File: src/rtl/dct_pkg.sv
// Package for the dirty chunk tracker: sizes, operation codes and result kinds.
// Used by dirty_chunk_tracker_top; depends on nothing.
package dct_pkg;

  // Geometry of the tracked map
  localparam int CHUNK_BITS = 5;
  localparam int NODE_BITS  = 2;
  localparam int LAYERS     = 16;
  localparam int GRID       = 8;

  localparam int COORD_W  = 16;
  localparam int LAYER_W  = 5;
  localparam int MAP_W    = GRID * GRID;
  localparam int LAYER_AW = (LAYERS > 1) ? $clog2(LAYERS) : 1;
  localparam int BIT_W    = $clog2(MAP_W);
  localparam int GRID_W   = $clog2(GRID);
  // chunk coordinates after a node shift, plus one bit for window end sums
  localparam int CMP_W    = COORD_W + NODE_BITS + 1;

  typedef logic [2:0] op_t;
  typedef logic [1:0] kind_t;

  // Operation codes
  localparam op_t OP_TILE   = 3'd0;
  localparam op_t OP_NODE   = 3'd1;
  localparam op_t OP_CHUNK  = 3'd2;
  localparam op_t OP_REGION = 3'd3;
  localparam op_t OP_ALL    = 3'd4;
  localparam op_t OP_QUERY  = 3'd5;
  localparam op_t OP_CLEAR  = 3'd6;
  localparam op_t OP_TAKE   = 3'd7;

  // Result kinds
  localparam kind_t KIND_ACK   = 2'd0;
  localparam kind_t KIND_QUERY = 2'd1;
  localparam kind_t KIND_WORD  = 2'd2;

  // Configuration register indexes
  localparam logic CFG_WINDOW_X = 1'b0;
  localparam logic CFG_WINDOW_Y = 1'b1;

endpackage

File: src/rtl/dirty_chunk_tracker_top.sv
// Dirty chunk tracker: per-layer dirty bitmap in one synchronous memory.
// Depends on dct_pkg.
//
//   channel  handshake             word
//   in       in_valid / in_stall   operation, x_a, y_a, x_b, y_b, layer
//   out      out_valid / out_stall kind, notified, is_dirty, drained_layer,
//                                  dirty_word, all_dirty, generation, clipped, last
//   cfg      cfg_valid / cfg_ready cfg_index, cfg_data (window_x, window_y)
//
// One item at a time: a mark, query, all or clear holds the input through latch,
// window compare plus map read, and merge and write back; its result is registered
// in the merge step, which output stall can hold.
// A take holds the input while it reads the layers in turn, a read step then a word
// step for each: the single map read port gives one layer word at a time.
// in_stall is high while an item runs.
// Output stall holds the result register and the item waiting behind it.
// A one-cycle rst clears the entry valid bits, flags and generation; no sweep.
module dirty_chunk_tracker_top (
  input  logic                         clk,
  input  logic                         rst,
  // item input
  input  logic                         in_valid,
  output logic                         in_stall,
  input  dct_pkg::op_t                 operation,
  input  logic [dct_pkg::COORD_W-1:0]  x_a,
  input  logic [dct_pkg::COORD_W-1:0]  y_a,
  input  logic [dct_pkg::COORD_W-1:0]  x_b,
  input  logic [dct_pkg::COORD_W-1:0]  y_b,
  input  logic [dct_pkg::LAYER_W-1:0]  layer,
  // result output
  output logic                         out_valid,
  input  logic                         out_stall,
  output dct_pkg::kind_t               kind,
  output logic                         notified,
  output logic                         is_dirty,
  output logic [3:0]                   drained_layer,
  output logic [63:0]                  dirty_word,
  output logic                         all_dirty,
  output logic [31:0]                  generation,
  output logic                         clipped,
  output logic                         last,
  // configuration writes
  input  logic                         cfg_valid,
  output logic                         cfg_ready,
  input  logic                         cfg_index,
  input  logic [15:0]                  cfg_data
);
  import dct_pkg::*;

  localparam logic [2:0] S_IDLE = 3'd0;
  localparam logic [2:0] S_CALC = 3'd1;
  localparam logic [2:0] S_MOD  = 3'd2;
  localparam logic [2:0] S_TRD  = 3'd3;
  localparam logic [2:0] S_TWR  = 3'd4;

  logic [2:0] state, state_next;

  // window registers
  logic [COORD_W-1:0] win_x, win_y;

  // flags and counters
  logic              all_flag;
  logic [31:0]       generation_count;
  logic [LAYERS-1:0] map_vld;
  logic [LAYER_AW-1:0] take_idx;

  // latched item
  op_t                 op_q;
  logic [COORD_W-1:0]  xa_q, ya_q;
  logic [LAYER_W-1:0]  lay_q;
  logic [CMP_W-1:0]    x0_q, x1_q, y0_q, y1_q;

  // chunk range of the incoming item
  logic [COORD_W-1:0]  sx, ex, sy, ey;
  logic [CMP_W-1:0]    x0_d, x1_d, y0_d, y1_d;

  // window compare results
  logic [CMP_W-1:0]    wx_lo, wx_hi, wy_lo, wy_hi, cx, cy;
  logic [CMP_W-1:0]    dx, dy;
  logic [GRID-1:0]     col_in, row_in;
  logic [MAP_W-1:0]    mask_d, mask_q;
  logic                clip_d, clip_q;
  logic [BIT_W-1:0]    qbit_d, qbit_q;
  logic                qin_d, qin_q;
  logic                lay_ok;

  // map memory
  logic [MAP_W-1:0]    map_mem [LAYERS];
  logic                rd_en;
  logic [LAYER_AW-1:0] rd_addr;
  logic [MAP_W-1:0]    rd_data;
  logic                rd_vld;
  logic                mem_we;
  logic [MAP_W-1:0]    cur_word, new_word;

  // result assembly
  logic        in_acc, out_free, out_load, take_last, is_mark;
  kind_t       r_kind;
  logic        r_notified, r_is_dirty, r_clipped, r_last;
  logic [3:0]  r_layer;
  logic [63:0] r_word;
  logic [31:0] r_gen;

  assign cfg_ready = 1'b1;
  assign in_stall  = (state != S_IDLE);
  assign in_acc    = in_valid && !in_stall;
  assign out_free  = !out_valid || !out_stall;
  assign take_last = (take_idx == LAYER_AW'(LAYERS - 1));
  assign lay_ok    = ({1'b0, lay_q} < (LAYER_W + 1)'(LAYERS));
  assign is_mark   = (op_q <= OP_REGION);

  // window registers
  always_ff @(posedge clk) begin
    if (rst) begin
      win_x <= '0;
      win_y <= '0;
    end else if (cfg_valid && cfg_ready) begin
      unique case (cfg_index)
        CFG_WINDOW_X: win_x <= cfg_data;
        CFG_WINDOW_Y: win_y <= cfg_data;
        default: ;
      endcase
    end
  end

  // chunk range from item coordinates; region corners ordered first
  always_comb begin
    sx = (x_a < x_b) ? x_a : x_b;
    ex = (x_a < x_b) ? x_b : x_a;
    sy = (y_a < y_b) ? y_a : y_b;
    ey = (y_a < y_b) ? y_b : y_a;
    unique case (operation)
      OP_TILE: begin
        x0_d = CMP_W'(x_a) >> CHUNK_BITS;
        y0_d = CMP_W'(y_a) >> CHUNK_BITS;
        x1_d = x0_d;
        y1_d = y0_d;
      end
      OP_NODE: begin
        x0_d = (CMP_W'(x_a) << NODE_BITS) >> CHUNK_BITS;
        y0_d = (CMP_W'(y_a) << NODE_BITS) >> CHUNK_BITS;
        x1_d = x0_d;
        y1_d = y0_d;
      end
      OP_REGION: begin
        x0_d = CMP_W'(sx) >> CHUNK_BITS;
        x1_d = CMP_W'(ex) >> CHUNK_BITS;
        y0_d = CMP_W'(sy) >> CHUNK_BITS;
        y1_d = CMP_W'(ey) >> CHUNK_BITS;
      end
      default: begin
        x0_d = CMP_W'(x_a);
        y0_d = CMP_W'(y_a);
        x1_d = x0_d;
        y1_d = y0_d;
      end
    endcase
  end

  // latch the item
  always_ff @(posedge clk) begin
    if (in_acc) begin
      op_q  <= operation;
      xa_q  <= x_a;
      ya_q  <= y_a;
      lay_q <= layer;
      x0_q  <= x0_d;
      x1_q  <= x1_d;
      y0_q  <= y0_d;
      y1_q  <= y1_d;
    end
  end

  // window compare: column and row hit vectors, clip flag, query bit
  always_comb begin
    wx_lo = CMP_W'(win_x);
    wy_lo = CMP_W'(win_y);
    wx_hi = wx_lo + CMP_W'(GRID - 1);
    wy_hi = wy_lo + CMP_W'(GRID - 1);
    cx    = '0;
    cy    = '0;
    for (int c = 0; c < GRID; c++) begin
      cx        = wx_lo + CMP_W'(c);
      col_in[c] = (cx >= x0_q) && (cx <= x1_q);
    end
    for (int r = 0; r < GRID; r++) begin
      cy        = wy_lo + CMP_W'(r);
      row_in[r] = (cy >= y0_q) && (cy <= y1_q);
    end
    for (int r = 0; r < GRID; r++) begin
      for (int c = 0; c < GRID; c++) begin
        mask_d[r*GRID + c] = row_in[r] & col_in[c];
      end
    end
    clip_d = (x0_q < wx_lo) || (x1_q > wx_hi) || (y0_q < wy_lo) || (y1_q > wy_hi);
    dx     = CMP_W'(xa_q) - wx_lo;
    dy     = CMP_W'(ya_q) - wy_lo;
    qin_d  = (xa_q >= win_x) && (ya_q >= win_y) &&
             (dx < CMP_W'(GRID)) && (dy < CMP_W'(GRID));
    qbit_d = BIT_W'(dy[GRID_W-1:0]) * BIT_W'(GRID) + BIT_W'(dx[GRID_W-1:0]);
  end

  always_ff @(posedge clk) begin
    if (state == S_CALC) begin
      mask_q <= mask_d;
      clip_q <= clip_d;
      qbit_q <= qbit_d;
      qin_q  <= qin_d;
    end
  end

  // map memory: one read port, one write port, read data registered
  assign rd_en   = (state == S_CALC) || (state == S_TRD);
  assign rd_addr = (state == S_TRD) ? take_idx : lay_q[LAYER_AW-1:0];

  always_ff @(posedge clk) begin
    if (rd_en) begin
      rd_data <= map_mem[rd_addr];
      rd_vld  <= map_vld[rd_addr];
    end
  end

  assign cur_word = rd_vld ? rd_data : '0;
  assign new_word = cur_word | mask_q;
  assign mem_we   = (state == S_MOD) && out_free && is_mark && lay_ok && !all_flag;

  always_ff @(posedge clk) begin
    if (mem_we) begin
      map_mem[lay_q[LAYER_AW-1:0]] <= new_word;
    end
  end

  // result fields for the current step
  always_comb begin
    r_kind     = KIND_ACK;
    r_notified = 1'b0;
    r_is_dirty = 1'b0;
    r_layer    = '0;
    r_word     = '0;
    r_clipped  = 1'b0;
    r_last     = 1'b1;
    r_gen      = generation_count;
    if (state == S_TWR) begin
      r_kind  = KIND_WORD;
      r_layer = 4'(take_idx);
      r_word  = 64'(cur_word);
      r_last  = take_last;
    end else begin
      priority case (1'b1)
        is_mark: begin
          if (lay_ok) begin
            r_notified = 1'b1;
            r_gen      = generation_count + 32'd1;
            r_clipped  = !all_flag && clip_q;
          end
        end
        (op_q == OP_ALL): begin
          r_notified = 1'b1;
          r_gen      = generation_count + 32'd1;
        end
        (op_q == OP_QUERY): begin
          r_kind     = KIND_QUERY;
          r_is_dirty = (!all_flag && lay_ok && qin_q) ? cur_word[qbit_q] : all_flag;
        end
        default: ;
      endcase
    end
  end

  assign out_load = out_free && ((state == S_MOD) || (state == S_TWR));

  // sequencer
  always_comb begin
    state_next = state;
    unique case (state)
      S_IDLE: if (in_acc) state_next = S_CALC;
      S_CALC: state_next = (op_q == OP_TAKE) ? S_TRD : S_MOD;
      S_MOD:  if (out_free) state_next = S_IDLE;
      S_TRD:  state_next = S_TWR;
      S_TWR: begin
        if (out_free) state_next = take_last ? S_IDLE : S_TRD;
      end
      default: state_next = S_IDLE;
    endcase
  end

  // control state, flags and generation
  always_ff @(posedge clk) begin
    if (rst) begin
      state            <= S_IDLE;
      all_flag         <= 1'b0;
      generation_count <= '0;
      map_vld          <= '0;
      take_idx         <= '0;
      out_valid        <= 1'b0;
    end else begin
      state <= state_next;
      if (out_load) begin
        out_valid <= 1'b1;
      end else if (!out_stall) begin
        out_valid <= 1'b0;
      end
      if (state == S_CALC) begin
        take_idx <= '0;
      end
      if (state == S_MOD && out_free) begin
        generation_count <= r_gen;
        if (mem_we) begin
          map_vld[lay_q[LAYER_AW-1:0]] <= 1'b1;
        end
        if (op_q == OP_ALL) begin
          all_flag <= 1'b1;
          map_vld  <= '0;
        end else if (op_q == OP_CLEAR) begin
          all_flag <= 1'b0;
          map_vld  <= '0;
        end
      end
      if (state == S_TWR && out_free) begin
        take_idx <= take_idx + LAYER_AW'(1);
        if (take_last) begin
          all_flag <= 1'b0;
          map_vld  <= '0;
        end
      end
    end
  end

  // result register
  always_ff @(posedge clk) begin
    if (out_load) begin
      kind          <= r_kind;
      notified      <= r_notified;
      is_dirty      <= r_is_dirty;
      drained_layer <= r_layer;
      dirty_word    <= r_word;
      all_dirty     <= all_flag;
      generation    <= r_gen;
      clipped       <= r_clipped;
      last          <= r_last;
    end
  end

  // an accepted item blocks the next one
  a_busy_after_accept: assert property (@(posedge clk) disable iff (rst)
    in_acc |=> in_stall)
    else $error("input not stalled after accepting a word");

  // the map is only written while all-dirty is clear, in the merge step
  a_write_merge_only: assert property (@(posedge clk) disable iff (rst)
    mem_we |-> (state == S_MOD) && !all_flag && lay_ok)
    else $error("map write outside merge step");

  // a finished take leaves an empty map
  a_take_clears: assert property (@(posedge clk) disable iff (rst)
    (state == S_TWR && out_free && take_last) |=> (map_vld == '0) && !all_flag)
    else $error("map not cleared after take");

endmodule

File: config.mk
export PLATFORM = sky130hd
export DESIGN_NAME = dirty_chunk_tracker_top
export DESIGN_NICKNAME = d
export VERILOG_FILES = /design/src/rtl/dct_pkg.sv /design/src/rtl/dirty_chunk_tracker_top.sv
export SDC_FILE = /design/constraint.sdc
export NUM_CORES = 2
export LEC_CHECK = 0
export ABC_AREA = 1
export BUFFER_PORTS_ARGS = -buffer_cell sky130_fd_sc_hd__buf_4
export CORE_UTILIZATION = 45
export DETAILED_ROUTE_END_ITERATION = 12
export PLACE_DENSITY = 0.61
export SETUP_SLACK_MARGIN = 0.5
export SYNTH_ARGS = -nofsm -noshare
export SYNTH_HDL_FRONTEND = slang
export SYNTH_SLANG_ARGS = --single-unit
File: constraint.sdc
create_clock -name clk -period 7.28 [get_ports clk]
set_input_delay 1.456 -clock clk [delete_from_list [all_inputs] [get_ports clk]]
set_output_delay 1.456 -clock clk [all_outputs]
set_load 0.05 [all_outputs]
==> flow_summary.yaml <==
setup_path:
  cpPeakStageDelay_ns: 0.85
  ff2ff_path_depth: 13
  cp_max_fo: 17
  reg2reg_slack_ns: 2.29
  startpoint_type: "flop"
  crit_path_end_kind: "flop"
  critPathRequiredTime_ns: 7.74
  endpoint: "mask_q[15]"
  startpoint: "win_x[1]"
  r2r_start: "win_x[1]"
  critPathSlowestCell: "dfxtp_1"
  worstPathCellList: "inv_1 > ha_1 > o21ai_2 > nand2_1 > xor2_1 > ha_1 > a21oi_1 > o21ai_0 > a21oi_1 > or2_1 > nand4_1 > o21ai_2 > nor2_1"
  crit_arrival_ns: 5.45
  r2r_end: "mask_q[15]"
  path_class: "reg -> reg"
cts:
  clockBufferDepth: 3
  clk_latency_ns: 0.79
  clkTransAtPathRegs_ns: 0.06
  cts-buffers-inserted: 153
  cts-htree-levels: 4
  tritoncts: "done"
  post_cts_buffers: 0
  cts_hold_buf: 0
  cts_num_sinks: 1451
  cts_resized: 0
  clock-root-buffer: "clkbuf_16"
global_routing:
  grt_pass1_vias: 53781
  antenna_found_initial: 6
  grt_pass1_wl_um: 353000
  grt_max_degree: 201
  gr-usage-all-layers_pct: 29.0
  grt.overflow.total: 0
timing:
  timing.fmax_ghz: 0.200
  hold_ws_ns: 0.467
  grt_setup_unrepaired: "false"
  worst_pin_slew_ns: 1.31
  finalSetupViolCount: 0
  period_share_pct: 68.5
  skew_ns: 0.0583
  final-hold-violation-count: 0
  setup_tns_ns: 0
  timing.final.crit_period_ns: 4.99
  relSlewSlack_pct: 12.5
  slew_viol_final: 0
power_and_ir_drop:
  switching_power_w: 0.00610
  p_seq_share_pct: 46.4
  switching_share_pct: 29.3
  p_leak_nw: 31.3
  p_int_w: 0.0147
  p_clk_share_pct: 36.4
  power_w: 0.0208
  p_comb_share_pct: 17.1
  ir_drop_v: 0.000251
  power.density_nw_per_um2: 254
yosys:
  synth_common_cells: "edfxtp_1, nor2_1, nand2_1"
  netlist_area_um2: 73500
  synth-seq-cells: 1451
  yosysUniqueCellTypes: 57
  yosys_warnings: 0
  syn_nets: 7655
  synth-edff-count: 1362
  synth_ff_type: "edfxtp_1"
  yosysTopAreaCellShare_pct: 55.6
  syn_inst: 7057
  yosys.area.top_type: "edfxtp_1"
  ys_top_cells_by_area: "edfxtp_1, ha_1, nor2_1"
  synth_async_sr_flop_share_pct: 0
  synth.avg_cell_area_um2: 10.4
  synth.most_common_cell: "edfxtp_1"
  yosysSeqAreaShare_pct: 58.0
route:
  drt-initial-drc-count: 5819
  routed_via_density: 5.86
  ant_nets: 0
  dr_total_vias: 55364
  drt-total-wl_um: 241000
  wl_per_cell_um: 25.5
  drcViolationCount: 0
  drt_pass1_iterations: 6
die:
  die_y_um: 406
  io_pins: 204
  initial_core_util_pct: 45.6
  fp.dieW_um: 406
  die-area_um2: 165000
  core_um2: 161000
  rows: 147
layout:
  syn_to_final_growth_pct: 11.6
  num-nets-final: 7765
  fill_cells: 14455
  drive_above_1_share_pct: 8.00
  finalInstanceArea_um2: 82100
min_path:
  hold_path_class: "reg -> reg"
placement:
  place.gp.congestion: 1.01
  placement.io_buffers: 202
  dp_hpwl_um: 151000
  place_area_um2: 77300
run:
  drv_cap: 0
status:
  status: "finished clean"
critical path, delay by kind of cell (launching register included):
kind / cells / cell delay [ns]
buf+inv: 1 / 0.56
fa+ha+maj: 2 / 0.82
simple gates: 4 / 0.51
flops: 1 / 0.85
xor+xnor: 1 / 0.39
compound gates: 5 / 1.53
power groups by stage:
stage / logic (W) / clock network, W / registers (W)
final: 0.00357 / 0.00759 / 0.00967
after global routing: 0.00389 / 0.00799 / 0.00968
after CTS: 0.00352 / 0.00768 / 0.00967
after detailed placement: 0.00350 / 0 / 0.00984
after global placement: 0.00346 / 0 / 0.00984
after floorplan: 0.00217 / 0 / 0.00985
flip-flops by register name, indices dropped and copies added (netlist names), 32 cells and up:
name and count:
dirty_word 64, mask_q 64, map_mem 1024, generation_count 32, generation 32, rd_data 64
worst min-delay path by stage:
stage	start	end	slack, ns	depth (start not counted)
after CTS	all_flag	all_dirty	0.46	0
after detailed placement	all_flag	all_dirty	0.45	0
after global placement	map_vld[7]	map_vld[7]	0.45	2
final	map_vld[15]	map_vld[15]	0.47	2
after global routing	map_vld[3]	map_vld[3]	0.48	2
after floorplan	all_flag	all_dirty	0.43	0
cells in the final DEF (no fill, tap or decap), types with 18 or more instances in the layout:
| cell type | Yosys | routed |
|---|---|---|
| nand2_1 | 860 | 859 |
| nor4_1 | 22 | 21 |
| nand4_1 | 69 | 69 |
| o21bai_1 | 23 | 23 |
| clkbuf_16 | 0 | 154 |
| o21ai_1 | 85 | 84 |
| edfxtp_1 | 1362 | 1362 |
| nand3_1 | 313 | 313 |
| inv_2 | 20 | 18 |
| buf_4 | 12 | 253 |
| inv_1 | 611 | 608 |
| dfxtp_1 | 89 | 89 |
| or2_2 | 40 | 40 |
| o22ai_1 | 107 | 107 |
| nor2_4 | 3 | 21 |
| o211ai_1 | 128 | 128 |
| a21oi_1 | 330 | 330 |
| clkinv_1 | 8 | 38 |
| xor2_1 | 167 | 167 |
| o221ai_1 | 180 | 180 |
| o21ai_0 | 633 | 632 |
| nor3_1 | 71 | 70 |
| nor2_1 | 994 | 976 |
| ha_1 | 502 | 502 |
| clkbuf_1 | 177 | 44 |
routing by layer:
layer	global-route usage [%]	up-vias	share of wire, %
met5	0	-	0.018
met4	10.3	6	3.8
met3	4.18	463	7.2
met2	48.0	2354	48
met1	38.7	27162	41
li1	-	25379	-
kinds of logic after synthesis:
kind of cell	Yosys count	synth area share, %
AOI/OAI and AO/OA	1558	12.5
other	1	0.00510
DFF	1451	58.0
adders and majority gates	504	8.60
xor gates and xnor gates	173	2.06
and+or+nand+nor	2419	13.7
buffers and inverters	951	5.08
metrics by stage:
step                      setup slack (ns)  instances  utilization, %
final                                 2.29       9447            50.9
after global routing                  2.12       9446            50.9
after CTS                             2.40       9446            50.9
after detailed placement              2.42       9172            47.9
after global placement                2.39       9172            47.9
after floorplan                      0.580       7057               -
area by class of cell:
cell class,instances,area (µm²),area share (%)
diodes,1,2.50,0.00305
clock buffers,201,4060,4.95
clock inverters,73,769,0.937
inverters,640,2430,2.96
multi-input cells,4655,27300,33.2
flip-flops and latches,1451,42700,52.0
well taps,2160,2700,3.29
repair buffers,266,2160,2.63
Power figures use the tool's default switching activity.
